### config.mk
export PLATFORM = sky130hd
export DESIGN_NAME = midi_cc_mapper_with_learn_top
export DESIGN_NICKNAME = d
export VERILOG_FILES = /design/src/rtl/mccm_pkg.sv /design/src/rtl/mccm_divider.sv /design/src/rtl/midi_cc_mapper_with_learn_top.sv
export SDC_FILE = /design/constraint.sdc
export NUM_CORES = 2
export LEC_CHECK = 0
export ABC_AREA = 1
export BUFFER_PORTS_ARGS = -buffer_cell sky130_fd_sc_hd__buf_2
export CAP_MARGIN = 20
export CORE_ASPECT_RATIO = 1.2
export CORE_MARGIN = 2
export CORE_UTILIZATION = 45
export CTS_BUF_LIST = sky130_fd_sc_hd__clkbuf_4
export CTS_CLUSTER_SIZE = 16
export DETAILED_ROUTE_END_ITERATION = 10
export SKIP_LAST_GASP = 1
export SLEW_MARGIN = 20
export SYNTH_ARGS = -nofsm -noshare
export SYNTH_HDL_FRONTEND = slang
export SYNTH_SLANG_ARGS = --single-unit
### constraint.sdc
create_clock -name clk -period 6.76 [get_ports clk]
set_input_delay 0.676 -clock clk [delete_from_list [all_inputs] [get_ports clk]]
set_output_delay 0.676 -clock clk [all_outputs]
set_load 0.1 [all_outputs]
### src/rtl/mccm_pkg.sv
package mccm_pkg;

    localparam int SLOTS_DEF = 16;
    localparam int SPACING_RESET = 551;
    localparam logic [3:0] CC_STATUS_HI = 4'hB;
    localparam logic [7:0] NO_CHANGE = 8'hFF;

    localparam logic [2:0] REG_SMOOTH = 3'd0;
    localparam logic [2:0] REG_LEARN = 3'd1;
    localparam logic [2:0] REG_TRACKS = 3'd2;
    localparam logic [2:0] REG_STEPS = 3'd3;
    localparam logic [2:0] REG_SPACING = 3'd4;

    localparam logic CMD_UPDATE = 1'b0;
    localparam logic CMD_MIDI = 1'b1;

    typedef enum logic [3:0] {
        ST_IDLE,
        ST_UPD,
        ST_DIV,
        ST_RAMP,
        ST_OUT,
        ST_SCAN,
        ST_LEARN_OUT
    } state_t;

    // control change word: status byte for a 4-bit channel, then cc and value bytes
    function automatic logic [23:0] cc_word(input logic [3:0] ch, input logic [7:0] cc,
                                            input logic [7:0] val);
        cc_word = {val, cc, CC_STATUS_HI, ch};
    endfunction

endpackage

### src/rtl/mccm_divider.sv
// Restoring divider: 24-bit magnitude over 7-bit divisor, one quotient bit per cycle
module mccm_divider (
    input  logic        clk,
    input  logic        rst_n,
    input  logic        start,
    input  logic [23:0] dividend,
    input  logic [6:0]  divisor,
    output logic        busy,
    output logic [23:0] quotient
);
    logic [23:0] quo_reg, quo_next;
    logic [6:0]  rem_reg, rem_next;
    logic [6:0]  div_reg, div_next;
    logic [4:0]  cnt_reg, cnt_next;
    logic        busy_reg, busy_next;
    logic [7:0]  trial;

    always_ff @(posedge clk or negedge rst_n)
    begin
        if (!rst_n)
        begin
            busy_reg <= 1'b0;
            cnt_reg <= '0;
        end
        else
        begin
            busy_reg <= busy_next;
            cnt_reg <= cnt_next;
        end
    end

    always_ff @(posedge clk)
    begin
        quo_reg <= quo_next;
        rem_reg <= rem_next;
        div_reg <= div_next;
    end

    always_comb
    begin
        quo_next = quo_reg;
        rem_next = rem_reg;
        div_next = div_reg;
        cnt_next = cnt_reg;
        busy_next = busy_reg;
        trial = {rem_reg, quo_reg[23]};
        if (start)
        begin
            quo_next = dividend;
            rem_next = '0;
            div_next = divisor;
            cnt_next = 5'd24;
            busy_next = 1'b1;
        end
        else if (busy_reg)
        begin
            if (trial >= {1'b0, div_reg})
            begin
                rem_next = 7'(trial - {1'b0, div_reg});
                quo_next = {quo_reg[22:0], 1'b1};
            end
            else
            begin
                rem_next = trial[6:0];
                quo_next = {quo_reg[22:0], 1'b0};
            end
            cnt_next = 5'(cnt_reg - 5'd1);
            if (cnt_reg == 5'd1)
                busy_next = 1'b0;
        end
    end

    assign busy = busy_reg;
    assign quotient = quo_reg;
endmodule

### src/rtl/midi_cc_mapper_with_learn_top.sv
// Flow: a plain update passes ST_UPD and ST_OUT before its word is registered; a ramp
// starts the divider in ST_UPD and waits in ST_DIV (one quotient bit a cycle), then in ST_RAMP
// gives one word a cycle while the output is not stalled.
// Learn walks the slots one per cycle in ST_SCAN, then reports from ST_LEARN_OUT.
// Throughput: one item at a time; ready again once the last result is loaded for output.
// Reset: rst_n asynchronous, clears state and slot table, sets config defaults and stamp counter to one.
module midi_cc_mapper_with_learn_top #(
    parameter int SLOTS = mccm_pkg::SLOTS_DEF
) (
    input  logic        clk,
    input  logic        rst_n,
    input  logic        cfg_we,
    input  logic [2:0]  cfg_index,
    input  logic [15:0] cfg_data,
    input  logic        in_valid,
    output logic        in_stall,
    input  logic        cmd,
    input  logic [5:0]  slot,
    input  logic [7:0]  channel_in,
    input  logic [7:0]  cc_in,
    input  logic [7:0]  value_in,
    input  logic [7:0]  status,
    input  logic [7:0]  data1,
    input  logic [7:0]  data2,
    output logic        out_valid,
    input  logic        out_stall,
    output logic        kind,
    output logic [23:0] midi_word,
    output logic [21:0] time_offset,
    output logic [5:0]  learned_slot,
    output logic [4:0]  learned_channel,
    output logic [7:0]  learned_cc,
    output logic [7:0]  learned_value,
    output logic        last
);
    localparam int IW = (SLOTS > 1) ? $clog2(SLOTS) : 1;
    localparam logic [6:0] SLOTS7 = 7'(SLOTS);

    mccm_pkg::state_t state_reg, state_next;

    logic        smooth_reg, learn_reg;
    logic [6:0]  tracks_reg, steps_reg;
    logic [15:0] spacing_reg;

    logic [3:0]  ch_tab [SLOTS];
    logic [7:0]  cc_tab [SLOTS];
    logic [7:0]  pv_tab [SLOTS];
    logic [31:0] st_tab [SLOTS];
    logic [31:0] stamp_reg;

    logic        cmd_reg;
    logic [5:0]  slot_reg;
    logic [7:0]  chi_reg, cci_reg, val_reg, sts_reg, d1_reg, d2_reg;

    logic [IW-1:0] idx_reg, pick_reg;
    logic [31:0] oldest_reg;
    logic        neg_reg;
    logic [24:0] step_reg;
    logic [24:0] acc_reg;
    logic [6:0]  n_reg, j_reg;
    logic [21:0] toff_reg;

    logic        ov_reg;
    logic        kind_reg, last_reg;
    logic [23:0] word_reg;
    logic [21:0] time_reg;
    logic [5:0]  ls_reg;
    logic [4:0]  lch_reg;
    logic [7:0]  lcc_reg, lval_reg;

    logic [6:0]  in_use;
    logic        accept;
    logic [IW-1:0] s_idx;
    logic        div_start, div_busy;
    logic [23:0] div_q, div_a;
    logic [8:0]  diff;
    logic [7:0]  diff_mag;

    assign in_use = (tracks_reg > SLOTS7) ? SLOTS7 : tracks_reg;
    assign accept = in_valid && !in_stall;
    assign in_stall = (state_reg != mccm_pkg::ST_IDLE);
    assign s_idx = slot_reg[IW-1:0];
    assign diff = {1'b0, val_reg} - {1'b0, pv_tab[s_idx]};
    assign diff_mag = diff[8] ? 8'(-diff) : diff[7:0];
    // magnitude of the value change in Q8.16
    assign div_a = {diff_mag, 16'd0};

    mccm_divider u_div (
        .clk(clk), .rst_n(rst_n), .start(div_start), .dividend(div_a),
        .divisor(n_reg), .busy(div_busy), .quotient(div_q)
    );

    always_ff @(posedge clk or negedge rst_n)
    begin
        if (!rst_n)
        begin
            smooth_reg <= 1'b0;
            learn_reg <= 1'b0;
            tracks_reg <= 7'd1;
            steps_reg <= 7'd1;
            spacing_reg <= 16'(mccm_pkg::SPACING_RESET);
        end
        else if (cfg_we)
        begin
            case (cfg_index)
                mccm_pkg::REG_SMOOTH: smooth_reg <= cfg_data[0];
                mccm_pkg::REG_LEARN: learn_reg <= cfg_data[0];
                mccm_pkg::REG_TRACKS: tracks_reg <= cfg_data[6:0];
                mccm_pkg::REG_STEPS: steps_reg <= cfg_data[6:0];
                mccm_pkg::REG_SPACING: spacing_reg <= cfg_data;
                default: ;
            endcase
        end
    end

    always_ff @(posedge clk)
    begin
        if (accept)
        begin
            cmd_reg <= cmd;
            slot_reg <= slot;
            chi_reg <= channel_in;
            cci_reg <= cc_in;
            val_reg <= value_in;
            sts_reg <= status;
            d1_reg <= data1;
            d2_reg <= data2;
        end
    end

    always_ff @(posedge clk or negedge rst_n)
    begin
        if (!rst_n)
            state_reg <= mccm_pkg::ST_IDLE;
        else
            state_reg <= state_next;
    end

    always_comb
    begin
        state_next = state_reg;
        div_start = 1'b0;
        case (state_reg)
            mccm_pkg::ST_IDLE:
                if (accept)
                    state_next = (cmd == mccm_pkg::CMD_UPDATE) ? mccm_pkg::ST_UPD
                                                              : mccm_pkg::ST_SCAN;
            mccm_pkg::ST_UPD:
                if ({1'b0, slot_reg} >= in_use || val_reg == mccm_pkg::NO_CHANGE)
                    state_next = mccm_pkg::ST_IDLE;
                else if (!smooth_reg)
                    state_next = mccm_pkg::ST_OUT;
                else
                begin
                    div_start = 1'b1;
                    state_next = mccm_pkg::ST_DIV;
                end
            mccm_pkg::ST_DIV:
                if (!div_busy)
                    state_next = mccm_pkg::ST_RAMP;
            mccm_pkg::ST_RAMP:
                if (!ov_reg || !out_stall)
                    state_next = (j_reg == n_reg) ? mccm_pkg::ST_OUT : mccm_pkg::ST_RAMP;
            mccm_pkg::ST_OUT:
                if (!ov_reg || !out_stall)
                    state_next = mccm_pkg::ST_IDLE;
            mccm_pkg::ST_SCAN:
                if (sts_reg[7:4] != mccm_pkg::CC_STATUS_HI || !learn_reg)
                    state_next = mccm_pkg::ST_IDLE;
                else if ((ch_tab[idx_reg] == sts_reg[3:0] && cc_tab[idx_reg] == d1_reg)
                         || 7'(idx_reg) + 7'd1 >= in_use)
                    state_next = mccm_pkg::ST_LEARN_OUT;
            mccm_pkg::ST_LEARN_OUT:
                if (!ov_reg || !out_stall)
                    state_next = mccm_pkg::ST_IDLE;
            default: state_next = mccm_pkg::ST_IDLE;
        endcase
    end

    // datapath and table updates
    always_ff @(posedge clk or negedge rst_n)
    begin
        if (!rst_n)
        begin
            for (int i = 0; i < SLOTS; i++)
            begin
                ch_tab[i] <= '0;
                cc_tab[i] <= '0;
                pv_tab[i] <= '0;
                st_tab[i] <= '0;
            end
            stamp_reg <= 32'd1;
            ov_reg <= 1'b0;
            idx_reg <= '0;
            pick_reg <= '0;
            oldest_reg <= '0;
            neg_reg <= 1'b0;
            step_reg <= '0;
            acc_reg <= '0;
            n_reg <= 7'd1;
            j_reg <= '0;
            toff_reg <= '0;
        end
        else
        begin
            if (ov_reg && !out_stall)
                ov_reg <= 1'b0;
            case (state_reg)
                mccm_pkg::ST_IDLE:
                begin
                    idx_reg <= '0;
                    pick_reg <= '0;
                    oldest_reg <= st_tab[0];
                    n_reg <= (steps_reg == 7'd0) ? 7'd1 :
                             (steps_reg > 7'd64) ? 7'd64 : steps_reg;
                end
                mccm_pkg::ST_UPD:
                    if ({1'b0, slot_reg} < in_use)
                    begin
                        if (chi_reg != mccm_pkg::NO_CHANGE)
                            ch_tab[s_idx] <= 4'(chi_reg - 8'd1);
                        if (cci_reg != mccm_pkg::NO_CHANGE)
                            cc_tab[s_idx] <= cci_reg;
                        if (chi_reg != mccm_pkg::NO_CHANGE || cci_reg != mccm_pkg::NO_CHANGE
                            || val_reg != mccm_pkg::NO_CHANGE)
                            st_tab[s_idx] <= stamp_reg;
                        if (val_reg != mccm_pkg::NO_CHANGE)
                        begin
                            pv_tab[s_idx] <= val_reg;
                            neg_reg <= diff[8];
                            acc_reg <= {1'b0, pv_tab[s_idx], 16'd0};
                            j_reg <= 7'd1;
                            toff_reg <= '0;
                        end
                    end
                mccm_pkg::ST_DIV:
                    if (!div_busy)
                        step_reg <= neg_reg ? 25'(-{1'b0, div_q}) : {1'b0, div_q};
                mccm_pkg::ST_RAMP:
                    if (!ov_reg || !out_stall)
                    begin
                        if (j_reg != n_reg)
                        begin
                            ov_reg <= 1'b1;
                            acc_reg <= 25'(acc_reg + step_reg);
                            j_reg <= 7'(j_reg + 7'd1);
                            toff_reg <= 22'(toff_reg + {6'd0, spacing_reg});
                        end
                    end
                mccm_pkg::ST_OUT:
                    if (!ov_reg || !out_stall)
                        ov_reg <= 1'b1;
                mccm_pkg::ST_SCAN:
                    if (sts_reg[7:4] == mccm_pkg::CC_STATUS_HI && learn_reg)
                    begin
                        if (ch_tab[idx_reg] == sts_reg[3:0] && cc_tab[idx_reg] == d1_reg)
                        begin
                            pick_reg <= idx_reg;
                            neg_reg <= 1'b1;
                        end
                        else
                        begin
                            neg_reg <= 1'b0;
                            if (idx_reg != '0 && st_tab[idx_reg] < oldest_reg)
                            begin
                                pick_reg <= idx_reg;
                                oldest_reg <= st_tab[idx_reg];
                            end
                        end
                        idx_reg <= IW'(idx_reg + 1'b1);
                    end
                mccm_pkg::ST_LEARN_OUT:
                    if (!ov_reg || !out_stall)
                    begin
                        ov_reg <= 1'b1;
                        ch_tab[pick_reg] <= sts_reg[3:0];
                        cc_tab[pick_reg] <= d1_reg;
                        if (neg_reg)
                            st_tab[pick_reg] <= 32'(stamp_reg - 32'd1);
                        else
                        begin
                            st_tab[pick_reg] <= stamp_reg;
                            stamp_reg <= 32'(stamp_reg + 32'd1);
                        end
                    end
                default: ;
            endcase
        end
    end

    // output register
    always_ff @(posedge clk)
    begin
        if (!ov_reg || !out_stall)
        begin
            kind_reg <= 1'b0;
            word_reg <= '0;
            time_reg <= '0;
            ls_reg <= '0;
            lch_reg <= '0;
            lcc_reg <= '0;
            lval_reg <= '0;
            last_reg <= 1'b1;
            case (state_reg)
                mccm_pkg::ST_RAMP:
                begin
                    // integer part of the advanced accumulator
                    word_reg <= mccm_pkg::cc_word(ch_tab[s_idx], cc_tab[s_idx],
                        8'(25'(acc_reg + step_reg) >> 16));
                    time_reg <= toff_reg;
                    last_reg <= 1'b0;
                end
                mccm_pkg::ST_OUT:
                begin
                    word_reg <= mccm_pkg::cc_word(ch_tab[s_idx], cc_tab[s_idx], val_reg);
                    time_reg <= toff_reg;
                end
                mccm_pkg::ST_LEARN_OUT:
                begin
                    kind_reg <= 1'b1;
                    ls_reg <= 6'(pick_reg);
                    lch_reg <= 5'({1'b0, sts_reg[3:0]} + 5'd1);
                    lcc_reg <= d1_reg;
                    lval_reg <= d2_reg;
                end
                default: ;
            endcase
        end
    end

    assign out_valid = ov_reg;
    assign kind = kind_reg;
    assign midi_word = word_reg;
    assign time_offset = time_reg;
    assign learned_slot = ls_reg;
    assign learned_channel = lch_reg;
    assign learned_cc = lcc_reg;
    assign learned_value = lval_reg;
    assign last = last_reg;

`ifndef SYNTHESIS
    a_busy_no_take: assert property (@(posedge clk) disable iff (!rst_n)
        (state_reg != mccm_pkg::ST_IDLE) |-> in_stall)
        else $error("input taken while busy");
    a_hold_out: assert property (@(posedge clk) disable iff (!rst_n)
        (out_valid && out_stall) |=> (out_valid && $stable(midi_word)))
        else $error("output changed under stall");
    a_stamp_step: assert property (@(posedge clk) disable iff (!rst_n)
        (stamp_reg != $past(stamp_reg)) |-> $past(state_reg == mccm_pkg::ST_LEARN_OUT))
        else $error("stamp moved outside learn");
`endif
endmodule

; After elaboration in Yosys (flattened, before gate mapping)
; Index checks and enable logic that the tools add are counted.
[totals]
regBits = 1201
wordCells = 334
[classes]
n_addsub = 14
order_cmp = 12
eq_ne = 37
bitwise_logic = 5
mux = 117
reduce_logical = 46
[ops]
columns = op, count
row1 = $mux W512, 4
row2 = $bwmux W512, 3
row3 = $pmux W512 S2, 1
row4 = $bwmux W128, 3
row5 = $mux W128, 3
row6 = $demux W32 S4, 2
row7 = $pmux W128 S2, 1
row8 = $mux W32, 7
row9 = $mux W64, 3
row10 = $bmux W32 S4, 1
row11 = $bwmux W64, 2
row12 = $pmux W64 S2, 1
row13 = $mux W25, 5
row14 = $bmux W8 S4, 3
row15 = $mux W22, 4
row16 = $mux W8, 9
row17 = $demux W8 S4, 2
row18 = $mux W4, 16
row19 = $pmux W32 S2, 1
row20 = $mux W7, 8
row21 = $pmux W25 S2, 1
row22 = $mux W24, 2
row23 = $pmux W24 S2, 1
row24 = $pmux W22 S2, 1
row25 = 64 further kinds, 147

; Logic depth before layout (Yosys ltp)
[logic_depth]
ltp_word = 10
mapped_depth = 27
ltp_nobuf = 21

; Cells and area by module
; From an unflattened synthesis, not the netlist that was laid out.
[unflattened]
cells_unflattened = 8115
hier_area_um2 = 65424.0
[modules_own_cells]
columns = module, instances, area_each_um2, cells_per_inst
row1 = midi_cc_mapper_with_learn_top, 1, 63203.1, 7859
row2 = mccm_divider, 1, 2220.9, 256

; Worst setup path after synthesis
; OpenSTA, ideal clock, no wires.
[synth_timing]
path_kind = register -> register
startpoint = register ov_reg, in the netlist out_valid
endpoint = register stamp_reg[30]
n_path_buf = 0
synth_period_minus_slack_ns = 4.373
path_slack_ns = 2.387
path_stages_with_launch = 15
t_arrival_ns = 4.294
path_cell_list = dfrtp_1 > nand2_1 > inv_1 > nor2_4 > nand2_2 > nor2_4 > nand3_2 > nor2_2 > nand3_2 > nor3_2 > nand3_2 > nor3b_2 > nand2_1 > nor2_1 > xor2_1
[synth_via]
elab_chain_len = 3
[synth_rtl]
columns = item, line
row1 = "start, declared", midi_cc_mapper_with_learn_top.sv:63  ; logic ov_reg;
row2 = "start signal, assigned", midi_cc_mapper_with_learn_top.sv:193  ; ov_reg <= 1'b0;
row3 = "start signal, assigned", midi_cc_mapper_with_learn_top.sv:207  ; ov_reg <= 1'b0;
row4 = "start signal, assigned", midi_cc_mapper_with_learn_top.sv:244  ; ov_reg <= 1'b1;
row5 = $logic_not A1 Y1, midi_cc_mapper_with_learn_top.sv:273  ; if (!ov_reg || !out_stall)
row6 = $logic_or A1 B1 Y1, midi_cc_mapper_with_learn_top.sv:273
row7 = $reduce_and A3 Y1 (no line), --
row8 = "end signal, assigned", midi_cc_mapper_with_learn_top.sv:283  ; stamp_reg <= 32'(stamp_reg + 32'd1);
row9 = "end, declared", midi_cc_mapper_with_learn_top.sv:49  ; logic [31:0] stamp_reg;
; No other way between the ends.
; A chain may end at the register's enable or synchronous reset.

; Final worst setup path
[layout_timing]
startpoint = register idx_reg[0]
endpoint = register state_reg[2]
[layout_via]
elab_chain_len = 9
elab_cells_between_ends = 15
[layout_rtl]
columns = item, line
row1 = "start, declared", midi_cc_mapper_with_learn_top.sv:55  ; logic [IW-1:0] idx_reg, pick_reg;
row2 = "start signal, assigned", midi_cc_mapper_with_learn_top.sv:270  ; idx_reg <= IW'(idx_reg + 1'b1);
row3 = $not A4 Y5 (implied by the code), midi_cc_mapper_with_learn_top.sv:170  ; else if ((ch_tab[idx_reg] == sts_reg[3:0] && cc_tab[idx_reg] == d1_reg)
row4 = $bmux W8 S4 / $bmux W4 S4 (equally long branches), midi_cc_mapper_with_learn_top.sv:170
row5 = $mux W8 (implied by the code) / $mux W4 (equally long branches) (2 in series), midi_cc_mapper_with_learn_top.sv:170
row6 = $eq A8 B8 Y1 / $eq A4 B4 Y1 (equally long branches), midi_cc_mapper_with_learn_top.sv:170
row7 = $logic_and A1 B1 Y1, midi_cc_mapper_with_learn_top.sv:170
row8 = $logic_or A1 B1 Y1 *, midi_cc_mapper_with_learn_top.sv:171  ; || 7'(idx_reg) + 7'd1 >= in_use)
row9 = $ne A3 B3 Y1 (no line) *, --
row10 = $reduce_and A5 Y1 (no line) *, --
row11 = "end signal, assigned", midi_cc_mapper_with_learn_top.sv:134  ; state_reg <= mccm_pkg::ST_IDLE;
row12 = "end signal, assigned", midi_cc_mapper_with_learn_top.sv:136  ; state_reg <= state_next;
row13 = "end, declared", midi_cc_mapper_with_learn_top.sv:39  ; mccm_pkg::state_t state_reg, state_next;
; Every way passes the cells marked *; elsewhere a longest branch is shown, timed or not. The select of a mux whose other input is x is not followed.

==> summary.md <==
### Min path
• **worst-case hold path end point** spacing_reg[13]$_DFFE_PN0P_
• **worst hold stages** 3
• **startpoint of the tightest hold check path** cfg_data[13]
• **Hold/Removal Path Class** in2reg

### Cells and area
• **Most flops, register** st_tab
• **area growth from synthesis to layout** 11.9%
• **registers with the highest flip-flop counts** st_tab: 512 flops, cc_tab: 128 flops, pv_tab: 128 flops
• **combined flip-flop and latch cell area** 0.0305 mm²
• **layout cell share with drive strength beyond 1** 12.3%
• **layout filler cell count** 14.0k
• **combined area of the multi-input logic cells** 0.0293 mm²
• **flip-flop count of the largest register after layout** 512
• **number of nets in the layout** 8456

### Timing
• **setup repair after global routing missed its margin** false
• **worst clock skew** 138 ps
• **max-slew violation count** 0
• **# setup viols final** 0
• **Rel. slew slack** 13.0%
• **hold violation total from the final report** 0
• **post-route worst setup slack** 1310 ps
• **setup_tns** 0 ps
• **worst slew pin tran** 1300 ps
• **min Tclk post-route** 5450 ps
• **period utilisation layout** 80.6%
• **Max Clock Freq** 0.183 GHz

### Yosys
• **largest cells by area after synthesis** sky130_fd_sc_hd__dfrtp_1 (39%), sky130_fd_sc_hd__o21ai_0 (8.1%), sky130_fd_sc_hd__nand2_1 (6.4%)
• **synthesized area divided by synthesized cell count** 8.08 µm²
• **leading post-synthesis cells by instance count** sky130_fd_sc_hd__nand2_1 (1122), sky130_fd_sc_hd__o21ai_0 (1062), sky130_fd_sc_hd__dfrtp_1 (1022), sky130_fd_sc_hd__inv_1 (797), sky130_fd_sc_hd__a21oi_1 (755)
• **EDFF count, synth** 139
• **number of instances in the synthesized netlist** 8095
• **number of distinct library cell variants in the gate-level netlist after synthesis** 69
• **top-count cell post-synth** sky130_fd_sc_hd__nand2_1
• **Yosys warnings** 0
• **portion of the post-synthesis area used by sequential elements** 46.6%
• **total standard cell area after synthesis** 0.0654 mm²
• **number of register bits inferred by synthesis** 1193
• **leading register cell type out of synthesis** sky130_fd_sc_hd__dfrtp_1
• **share of the synthesized area in the top cell type** 39.1%
• **cell accounting for the most synthesized area** sky130_fd_sc_hd__dfrtp_1
• **share of synthesized flip-flops with an asynchronous set or reset** 86.4%

### Worst setup path
• **Arr. time, crit path** 6780 ps
• **highest net fanout along the worst path** 136
• **type of element capturing the critical path** register
• **Worst Setup Path Type** reg2reg
• **sort of element at the start of the critical path** register
• **FF-to-FF Start** idx_reg[0]$_DFFE_PN0P_
• **minimum setup slack among reg-to-reg paths** 1310 ps
• **end of the worst register-to-register path** state_reg[2]$_DFFE_PN0P_
• **launching element of the worst setup path** idx_reg[0]$_DFFE_PN0P_
• **required time at the endpoint of the critical path** 8090 ps
• **Reg2Reg Depth** 16

### Global route
• **largest net degree at the start of global routing** 169
• **antenna violations before repair** 6
• **grt total ovfl** 0
• **wire length of the first global-routing pass** 408 mm
• **number of global-route vias before repair** 63.4k
• **GRT Resource Usage Total** 36.4%

### Drt
• **DRC viols** 0
• **overall via count from detail_route** 66.2k
• **antenna-violating nets left** 0
• **1st-iter DRT viols** 9032
• **routed wirelength normalized by instance count** 26.5 µm
• **vias per cell** 6.34
• **WL final** 277 mm
• **1st-pass router iterations** 7

### Clocking
• **clk sinks** 1193
• **clock-pin slew reported for the worst setup and hold paths after clock tree synthesis** 70 ps
• **clock latency on the worst-skew pair** 1420 ps
• **CTS tree** done
• **CTS max path bufs** 4
• **buffers inserted by post-CTS timing repair** 0
• **number of gates given a new drive strength after cts** 0
• **root buf cell** sky130_fd_sc_hd__clkbuf_4
• **number of clock buffers inserted by TritonCTS** 337
• **htree depth** 5
• **hold bufs inserted after CTS** 149

### Place
• **Setup Slack @ Placement** 1850 ps
• **HPWL Detailed** 162 mm
• **I/O Buffers** 152
• **final weighted congestion in routability-driven placement** 0.948

### Power and ir drop
• **peak supply drop** 0.492 mV
• **power density cells** 408 mW/mm²
• **leakage power** 0.0318 µW

### Die
• **Die Outline Area** 0.148 mm²
• **initial standard-cell utilization of the core** 45.2%
• **vertical die dimension** 422 µm
• **Die X-Extent** 352 µm
• **count of boundary I/O pins** 156
• **CORE AREA** 0.145 mm²
• **number of placement rows** 153

### Job
• **count of maximum capacitance violations** 0

### Run status
• **run status** finished clean

## cell type report
cell class	instances	share of cell area, %
timing repair buffer	455	4.94
multi-input combinational	5416	40.1
inverter	862	4.44
clock inverter	69	0.402
tap	1937	3.31
antenna	6	0.0205
clock buffer	502	5.15
sequential	1193	41.6
## report_power, final
| part | internal (µW) | leakage [µW] | switching, µW |
|---|---|---|---|
| Sequential | 10000 | 0.0145 | 1450 |
| Clock | 3410 | 0.00246 | 3320 |
| Combinational | 3530 | 0.0148 | 8110 |
## stage by stage
stage / hold WS (ps) / utilization [%] / area (µm²) / instances / total power, µW
detailed placement: 453 / 46.7 / 67500 / 9713 / 22800
global placement: 450 / 46.7 / 67500 / 9713 / 22600
floorplan: 380 / - / 65400 / 8097 / 19300
finish: 129 / 50.6 / 73100 / 10400 / 29900
CTS: 14.8 / 50.6 / 73100 / 10400 / 29600
global route: 95.1 / 50.6 / 73100 / 10400 / 31700
## worst max path at each step
stage | endpoint | slack, ps | depth (start not counted)
3_5_place_dp | oldest_reg[11]$_DFFE_PN0P_ | 1850 | 18
3_3_place_gp | oldest_reg[8]$_DFFE_PN0P_ | 1860 | 18
4_1_cts | state_reg[2]$_DFFE_PN0P_ | 1590 | 16
6_report | state_reg[2]$_DFFE_PN0P_ | 1310 | 16
5_1_grt | oldest_reg[8]$_DFFE_PN0P_ | 1210 | 18
2_1_floorplan | stamp_reg[30]$_DFFE_PN0P_ | 2390 | 14
## per-layer routing
| layer | vias up | wire length [µm] | global-route usage [%] |
|---|---|---|---|
| met5 | - | 147 | 0 |
| met4 | 18 | 19100 | 22.7 |
| met3 | 1194 | 32800 | 10.3 |
| met2 | 4559 | 120000 | 54.5 |
| met1 | 31700 | 105000 | 46.4 |
| li1 | 28700 | - | - |
## cell families (layout without fill, tap and decap cells)
| kind of cell | count (synthesis) | after routing | share of synthesized area (%) |
|---|---|---|---|
| fa+ha+maj | 112 | 112 | 2.19 |
| flops | 1193 | 1193 | 46.6 |
| simple gates | 2319 | 2319 | 15.3 |
| xor+xnor | 90 | 90 | 1.21 |
| other cells | 2 | 10 | 0.0115 |
| compound gates | 2876 | 2876 | 25.6 |
| buf+inv | 1488 | 1888 | 8.92 |
| mux | 15 | 15 | 0.258 |
## placed cells by master, fill, tap and decap left out, drive strengths merged, types with 139 or more instances in the layout
cell type,n
nand2,1130
o21ai,1115
dfrtp,1022
inv,851
a21oi,755
nand3,620
clkbuf,502
nor2,453
o22ai,372
buf,307
a22oi,216
dlygate4sd3,148
edfxtp,139
## critical path, cell delays in order (launching register included)
cell                            delay (ps)
sky130_fd_sc_hd__dfrtp_4               630
sky130_fd_sc_hd__inv_8                 520
sky130_fd_sc_hd__buf_12                640
sky130_fd_sc_hd__a21oi_1               120
sky130_fd_sc_hd__o21ai_0               110
sky130_fd_sc_hd__nand3_1                90
sky130_fd_sc_hd__nand3_1               160
sky130_fd_sc_hd__nand2_1                80
sky130_fd_sc_hd__nand2_1                60
sky130_fd_sc_hd__nand4_1               110
sky130_fd_sc_hd__nor2_1                270
sky130_fd_sc_hd__nand3_1               460
sky130_fd_sc_hd__a21oi_1               550
sky130_fd_sc_hd__o31ai_1               160
sky130_fd_sc_hd__dlygate4sd3_1         590
sky130_fd_sc_hd__o21ai_0                60
sky130_fd_sc_hd__dlygate4sd3_1         560
Power figures use the tool's default switching activity.
